**config.mk**
```make
export PLATFORM = sky130hd
export DESIGN_NAME = rate_monotonic_priority_table
export DESIGN_NICKNAME = d
export VERILOG_FILES = /design/src/rmpt_pkg.sv /design/src/rmpt_ram.sv /design/src/rate_monotonic_priority_table.sv
export SDC_FILE = /design/constraint.sdc
export NUM_CORES = 2
export LEC_CHECK = 0
export ABC_AREA = 1
export BUFFER_PORTS_ARGS = -buffer_cell sky130_fd_sc_hd__buf_2
export CORE_MARGIN = 2
export CORE_UTILIZATION = 40
export DETAILED_ROUTE_END_ITERATION = 6
export SYNTH_ARGS = -nofsm -noshare
export SYNTH_HDL_FRONTEND = slang
export SYNTH_SLANG_ARGS = --single-unit
```
**constraint.sdc**
```tcl
create_clock -name clk -period 16.8 [get_ports clk]
set_input_delay 0.84 -clock clk [delete_from_list [all_inputs] [get_ports clk]]
set_output_delay 0.84 -clock clk [all_outputs]
set_load 0.03 [all_outputs]
```
**src/rmpt_pkg.sv**
```systemverilog
// ----------------------------------------------------------------------------
// rmpt_pkg
// Shared widths, codes, entry layout and helpers for the rate-monotonic
// priority table.
// ----------------------------------------------------------------------------
package rmpt_pkg;

  localparam int TABLE_DEPTH_DEF = 16;

  localparam int CMD_W   = 2;
  localparam int TASK_W  = 22;
  localparam int SEC_W   = 32;
  localparam int NS_W    = 30;
  localparam int STAT_W  = 2;
  localparam int LEVEL_W = 7;

  localparam logic [LEVEL_W-1:0] PRIO_LOW  = LEVEL_W'(1);
  localparam logic [LEVEL_W-1:0] PRIO_HIGH = LEVEL_W'(99);

  localparam logic [CMD_W-1:0] CMD_INSERT = 2'd0;
  localparam logic [CMD_W-1:0] CMD_SEARCH = 2'd1;
  localparam logic [CMD_W-1:0] CMD_REMOVE = 2'd2;

  localparam logic [STAT_W-1:0] ST_OK        = 2'd0;
  localparam logic [STAT_W-1:0] ST_NOT_FOUND = 2'd1;
  localparam logic [STAT_W-1:0] ST_FULL      = 2'd2;

  typedef struct packed {
    logic [TASK_W-1:0]  task_id;
    logic [SEC_W-1:0]   seconds;
    logic [NS_W-1:0]    nanos;
    logic [LEVEL_W-1:0] level;
  } entry_t;

  localparam int ENTRY_W = $bits(entry_t);

  // floor of the mean of two priorities
  function automatic logic [LEVEL_W-1:0] mid_level(input logic [LEVEL_W-1:0] a,
                                                   input logic [LEVEL_W-1:0] b);
    logic [LEVEL_W:0] sum;
    sum = {1'b0, a} + {1'b0, b};
    return sum[LEVEL_W:1];
  endfunction

endpackage

```
**src/rmpt_ram.sv**
```systemverilog
// ----------------------------------------------------------------------------
// rmpt_ram
// Generic single-write, single-read RAM with a registered read port.
// ----------------------------------------------------------------------------
module rmpt_ram #(
  parameter int WIDTH = 8,
  parameter int DEPTH = 16
) (
  input  logic                     clk,
  input  logic                     we,
  input  logic [$clog2(DEPTH)-1:0] waddr,
  input  logic [WIDTH-1:0]         wdata,
  input  logic [$clog2(DEPTH)-1:0] raddr,
  output logic [WIDTH-1:0]         rdata
);

  logic [WIDTH-1:0] mem [DEPTH];

  always_ff @(posedge clk) begin
    if (we) begin
      mem[waddr] <= wdata;
    end
    rdata <= mem[raddr];
  end

endmodule

```
**src/rate_monotonic_priority_table.sv**
```systemverilog
// ----------------------------------------------------------------------------
// rate_monotonic_priority_table
// Period-ordered task table with rate-monotonic priority assignment.
// ----------------------------------------------------------------------------
// Commands are taken when start is high and busy is low; each command gives
// exactly one result beat on done, which the receiver must take in that
// cycle. Entries live packed, longest period first, in one synchronous RAM
// with one read and one write port, so every entry visited costs a read then
// a compare or a write. A full table or the unused code gives its result beat
// straight from the idle state, with no entry visited. A search scans until
// it finds the task or runs out of entries; a remove scans for the task, then
// moves each later entry down one place; an insert scans for its place, then
// moves each later entry up one place and writes the new entry there. Scanned
// and moved entries together never exceed the table depth.
// No clearing pass is needed after reset: the entry count alone marks live
// entries.
module rate_monotonic_priority_table #(
  parameter int TABLE_DEPTH = rmpt_pkg::TABLE_DEPTH_DEF
) (
  input  logic                         clk,
  input  logic                         rst,
  input  logic                         start,
  output logic                         busy,
  input  logic [rmpt_pkg::CMD_W-1:0]   command,
  input  logic [rmpt_pkg::TASK_W-1:0]  task_id,
  input  logic [rmpt_pkg::SEC_W-1:0]   period_seconds,
  input  logic [rmpt_pkg::NS_W-1:0]    period_nanoseconds,
  output logic                         done,
  output logic [rmpt_pkg::STAT_W-1:0]  status,
  output logic [rmpt_pkg::LEVEL_W-1:0] priority_res
);
  import rmpt_pkg::*;

  localparam int AW = $clog2(TABLE_DEPTH);
  localparam int OW = $clog2(TABLE_DEPTH + 1);
  localparam logic [OW-1:0] FULL_COUNT = OW'(TABLE_DEPTH);

  typedef enum logic [5:0] {
    S_IDLE = 6'b000001,
    S_RD   = 6'b000010,
    S_CMP  = 6'b000100,
    S_SRD  = 6'b001000,
    S_SWR  = 6'b010000,
    S_INS  = 6'b100000
  } state_t;

  state_t             state;
  logic [OW-1:0]      occupancy;
  logic [OW-1:0]      idx;
  logic [OW-1:0]      pos;
  logic [OW-1:0]      j;
  logic [CMD_W-1:0]   cmd;
  logic [TASK_W-1:0]  id;
  logic [SEC_W-1:0]   sec;
  logic [NS_W-1:0]    ns;
  logic [LEVEL_W-1:0] prev_level;
  logic [LEVEL_W-1:0] prio;

  logic               we;
  logic [AW-1:0]      waddr;
  logic [AW-1:0]      raddr;
  logic [ENTRY_W-1:0] wdata;
  logic [ENTRY_W-1:0] rdata;
  entry_t             rd;
  entry_t             new_entry;
  logic [OW-1:0]      j_dn;
  logic [OW-1:0]      j_up;
  logic               is_ins;
  logic               key_eq;
  logic               key_gt;

  assign busy      = (state != S_IDLE);
  assign rd        = entry_t'(rdata);
  assign j_dn      = j - OW'(1);
  assign j_up      = j + OW'(1);
  assign is_ins    = (cmd == CMD_INSERT);
  assign key_eq    = ({sec, ns} == {rd.seconds, rd.nanos});
  assign key_gt    = ({sec, ns} > {rd.seconds, rd.nanos});
  assign new_entry = '{task_id: id, seconds: sec, nanos: ns, level: prio};

  // ram port control
  always_comb begin
    we    = (state == S_SWR) || (state == S_INS);
    waddr = (state == S_INS) ? pos[AW-1:0] : j[AW-1:0];
    wdata = (state == S_INS) ? new_entry : rdata;
    if (state == S_SRD) begin
      raddr = is_ins ? j_dn[AW-1:0] : j_up[AW-1:0];
    end else begin
      raddr = idx[AW-1:0];
    end
  end

  rmpt_ram #(
    .WIDTH(ENTRY_W),
    .DEPTH(TABLE_DEPTH)
  ) u_ram (
    .clk  (clk),
    .we   (we),
    .waddr(waddr),
    .wdata(wdata),
    .raddr(raddr),
    .rdata(rdata)
  );

  always_ff @(posedge clk) begin
    if (rst) begin
      state     <= S_IDLE;
      occupancy <= '0;
      done      <= 1'b0;
    end else begin
      done <= 1'b0;
      case (state)
        S_IDLE: begin
          if (start) begin
            cmd        <= command;
            id         <= task_id;
            sec        <= period_seconds;
            ns         <= period_nanoseconds;
            idx        <= '0;
            prev_level <= PRIO_LOW;
            case (command)
              CMD_INSERT: begin
                if (occupancy == FULL_COUNT) begin
                  done         <= 1'b1;
                  status       <= ST_FULL;
                  priority_res <= '0;
                end else begin
                  state <= S_RD;
                end
              end
              CMD_SEARCH, CMD_REMOVE: begin
                state <= S_RD;
              end
              default: begin
                done         <= 1'b1;
                status       <= ST_OK;
                priority_res <= '0;
              end
            endcase
          end
        end
        S_RD: begin
          if (idx == occupancy) begin
            if (is_ins) begin
              prio  <= mid_level(prev_level, PRIO_HIGH);
              pos   <= occupancy;
              j     <= occupancy;
              state <= S_SRD;
            end else begin
              done         <= 1'b1;
              status       <= ST_NOT_FOUND;
              priority_res <= '0;
              state        <= S_IDLE;
            end
          end else begin
            state <= S_CMP;
          end
        end
        S_CMP: begin
          if (is_ins) begin
            if (key_eq) begin
              prio  <= rd.level;
              pos   <= idx + OW'(1);
              j     <= occupancy;
              state <= S_SRD;
            end else if (key_gt) begin
              prio  <= mid_level(prev_level, rd.level);
              pos   <= idx;
              j     <= occupancy;
              state <= S_SRD;
            end else begin
              prev_level <= rd.level;
              idx        <= idx + OW'(1);
              state      <= S_RD;
            end
          end else if (rd.task_id == id) begin
            if (cmd == CMD_SEARCH) begin
              done         <= 1'b1;
              status       <= ST_OK;
              priority_res <= rd.level;
              state        <= S_IDLE;
            end else begin
              j     <= idx;
              state <= S_SRD;
            end
          end else begin
            idx   <= idx + OW'(1);
            state <= S_RD;
          end
        end
        S_SRD: begin
          if (is_ins) begin
            state <= (j == pos) ? S_INS : S_SWR;
          end else if (j_up >= occupancy) begin
            occupancy    <= occupancy - OW'(1);
            done         <= 1'b1;
            status       <= ST_OK;
            priority_res <= '0;
            state        <= S_IDLE;
          end else begin
            state <= S_SWR;
          end
        end
        S_SWR: begin
          j     <= is_ins ? j_dn : j_up;
          state <= S_SRD;
        end
        S_INS: begin
          occupancy    <= occupancy + OW'(1);
          done         <= 1'b1;
          status       <= ST_OK;
          priority_res <= prio;
          state        <= S_IDLE;
        end
        default: begin
          state <= S_IDLE;
        end
      endcase
    end
  end

  a_occ_bound: assert property (@(posedge clk) disable iff (rst)
    occupancy <= FULL_COUNT)
    else $error("entry count beyond table depth");

  a_done_idle: assert property (@(posedge clk) disable iff (rst)
    done |-> !busy)
    else $error("result beat while command still running");

  a_occ_moves_with_beat: assert property (@(posedge clk) disable iff (rst)
    (!$past(rst) && occupancy != $past(occupancy)) |-> done)
    else $error("entry count changed without a result beat");

  a_fail_zero_prio: assert property (@(posedge clk) disable iff (rst)
    (done && status != ST_OK) |-> priority_res == '0)
    else $error("failed command reports a priority");

  a_write_in_bounds: assert property (@(posedge clk) disable iff (rst)
    we |-> ({1'b0, waddr} < {1'b0, FULL_COUNT}))
    else $error("ram write outside the table");

endmodule
```
==> impl_metrics.json <==
{
  "synth.cell_area_sq_um": 69700,
  "cts_tree": "built",
  "dr_wl_met3_mm": 10.3,
  "seqPwrFrac_pct": 45.2,
  "grt_max_degree": 210,
  "yosysTopAreaCell": "edfxtp_1",
  "ys_ff_latch": 1683,
  "die-height_um": 421,
  "viasPerCell": 5.30,
  "worstSkewPairLatency_ps": 830,
  "p_leak_nw": 28.5,
  "finalSetupTns_ps": 0,
  "critPathMaxFanout": 197,
  "synthCells": 5632,
  "wl_per_cell_um": 21.9,
  "finalSetupViolCount": 0,
  "p_sw_mw": 3.70,
  "wl_met2_mm": 84.2,
  "finClkSkew_ps": 31.4,
  "initial_core_util_pct": 40.2,
  "final_max_slew_viol_count": 0,
  "r2r_slack_ps": 11050,
  "rows": 153,
  "grt-ovfl-total": 0,
  "antenna_cells": 0,
  "clkPwrFrac_pct": 31.9,
  "drc_errors": 0,
  "synth-edff-count": 1580,
  "dr.pass1.iters": 5,
  "place_congestion": 0.808,
  "die-width_um": 421,
  "switching_share_pct": 30.8,
  "final_cell_mix": "edfxtp_1 (1580), nand2_1 (949), o211ai_1 (730), inv_1 (715), nand3_1 (456)",
  "dieArea_sq_um": 178000,
  "finalCriticalPeriod_ps": 5750,
  "netlist_top_cells_area": "edfxtp_1 (68%), o211ai_1 (7.9%), nand2_1 (5.1%)",
  "finalCritPeriodShare_pct": 34.2,
  "fin_nets": 5897,
  "cts-hold-fix-buffers": 0,
  "fin_util_pct": 45.3,
  "r2r_cells": 15,
  "cts.repair.resized": 0,
  "synth-async-reset-ratio_pct": 0,
  "final_cell_area_sq_um": 78500,
  "ios": 100,
  "powerDensity_nw_per_um2": 153,
  "grt_pass1_vias": 41958,
  "combinationalPowerShare_pct": 22.9,
  "hold_viol": 0,
  "crit_type": "reg2reg",
  "wl_mm": 179,
  "antenna_found_initial": 1,
  "cts.sinks": 1683,
  "top_layer_used": "met4",
  "r2r-end": "u_ram.rdata[54]",
  "vias": 43467,
  "preCtsSetupSlack_ps": 11110,
  "setup.worst_path.start": "state[0]",
  "max_freq_ghz": 0.174,
  "numPortBuffers": 99,
  "arrival_ps": 6510,
  "syn_to_final_growth_pct": 12.6,
  "ys_warn_count": 0,
  "cts_made_buffers": 174,
  "rsz0062_at_grt": "no",
  "p_int_mw": 8.30,
  "relSlewSlack_pct": 8.98,
  "drtIter0Drc": 4217,
  "clockBufferDepth": 3,
  "endpoint_kind": "flip-flop",
  "synth_cell_types": 38,
  "grt_pass1_wl_mm": 268,
  "m1WireLength_mm": 80.4,
  "layout-drive-gt1-share_pct": 9.91,
  "maxCapViolCount": 0,
  "status": "complete, no violations",
  "nFillCells": 15627,
  "htree_levels": 4,
  "synth_top_flop_cell": "edfxtp_1",
  "r2r_start": "state[0]",
  "dp_hpwl_mm": 89.1,
  "track_usage_pct": 19.9,
  "ys_seq_area_share_pct": 71.0,
  "ant_nets": 0,
  "cts.clk_slew.worst_paths_ps": 60,
  "timing.final.ws_setup_ps": 11050,
  "hold_class": "in2reg",
  "worst_slew_pin_slew_ps": 1360,
  "placed_area_sq_um": 72800,
  "crit_path_end": "u_ram.rdata[54]",
  "postCtsSetupBuffers": 0,
  "vdd_ir_drop_max_mv": 0.122,
  "final_common_cell": "edfxtp_1",
  "critPathLaunchType": "flip-flop",
  "core_area_sq_um": 173000,
  "syn_nets": 5805,
  "cts_root_buf": "clkbuf_16",
  "avgSynthCellArea_sq_um": 12.4,
  "synth_top_area_share_pct": 68.1,
  "critical_path_required_ps": 17560
}
==> cells by family (layout without fill, tap and decap cells) <==
family / Yosys count / in the layout / share of synthesized area (%)
XOR/XNOR: 39 / 39 / 0.490
buffers and inverters: 1049 / 1292 / 6.21
adder cells (fa/ha/maj): 84 / 84 / 1.53
AND/OR/NAND/NOR: 1727 / 1727 / 10.5
flip-flops: 1683 / 1683 / 71.0
AO/OA/AOI/OAI: 1050 / 1050 / 10.3
==> layout make-up <==
cell class                 count  area (sq um)  share of cell area (%)
clock buffer                 233          4780                    6.09
clock inverter                94           883                    1.13
inverter                     721          2730                    3.48
multi-input combinational   2900         16000                    20.4
sequential                  1683         49500                    63.1
tap                         2325          2910                    3.71
timing repair buffer         244          1650                    2.10
==> metal layers <==
layer,up-vias,track usage (%)
met2,1411,32.3
met5,-,0
met1,21448,27.9
met3,274,2.71
met4,0,5.93
li1,20334,-
==> worst min-delay path by stage <==
stage	from	end	slack, ps	cells after the start
2_1_floorplan	prio[1]	priority_res[1]	500	2
3_3_place_gp	prio[3]	priority_res[3]	570	2
3_5_place_dp	prio[5]	priority_res[5]	570	2
4_1_cts	period_seconds[15]	sec[15]	150	1
5_1_grt	period_seconds[2]	sec[2]	170	1
6_report	period_seconds[13]	sec[13]	190	1
==> sequential cells by signal (all words and copies together), names as in the netlist, 5 cells and up <==
register      count
id               22
idx               5
j                 5
ns               30
occupancy         5
pos               5
prev_level        7
prio              7
priority_res      7
sec              32
state             6
u_ram.mem      1456
u_ram.rdata      91
==> synth_stat cells, types with 3 or more instances <==
library cell / count
nand3_1: 456
nand2_1: 949
nor4_1: 3
nand4_1: 17
inv_1: 716
nor2_1: 226
a22oi_1: 7
xor2_1: 33
o211ai_1: 730
a21o_1: 4
o21ai_0: 146
a211oi_1: 4
buf_1: 17
o22ai_1: 3
o21ai_2: 3
o21ai_1: 94
nor3_1: 13
dfxtp_1: 103
buf_6: 4
ha_1: 82
edfxtp_1: 1580
clkinv_1: 3
buf_4: 24
clkbuf_1: 66
a21oi_1: 47
xnor2_1: 6
or2_2: 59
buf_2: 217
o221ai_1: 4
==> power by group through the flow <==
stage / Combinational, mW / Sequential (mW) / Clock, mW
after global placement: 2.69 / 5.51 / 0
after floorplan: 1.82 / 5.49 / 0
after CTS: 2.75 / 5.42 / 3.90
after global routing: 3.05 / 5.44 / 4.05
final: 2.75 / 5.42 / 3.83
after detailed placement: 2.74 / 5.51 / 0
==> through the flow <==
| stage | hold slack (ps) | power [mW] | cells |
|---|---|---|---|
| floorplan | 501 | 7.31 | 5632 |
| global placement | 575 | 8.19 | 7873 |
| detailed placement | 572 | 8.24 | 7873 |
| CTS | 145 | 12.1 | 8200 |
| global route | 166 | 12.5 | 8200 |
| finish | 195 | 12.0 | 8200 |
==> critical path, cell delays in order, from the launching register on <==
cell	delay, ps
dfxtp_1	340
nor2_2	170
nand2_1	120
nor2_4	390
nand2_1	170
o21ai_4	80
buf_4	520
buf_12	590
buf_4	800
buf_4	820
buf_4	800
or2_2	230
o211ai_1	70
nand3_1	130
nand3_1	90
nand2_1	100
Note: power is estimated with default switching activity, not from simulation.
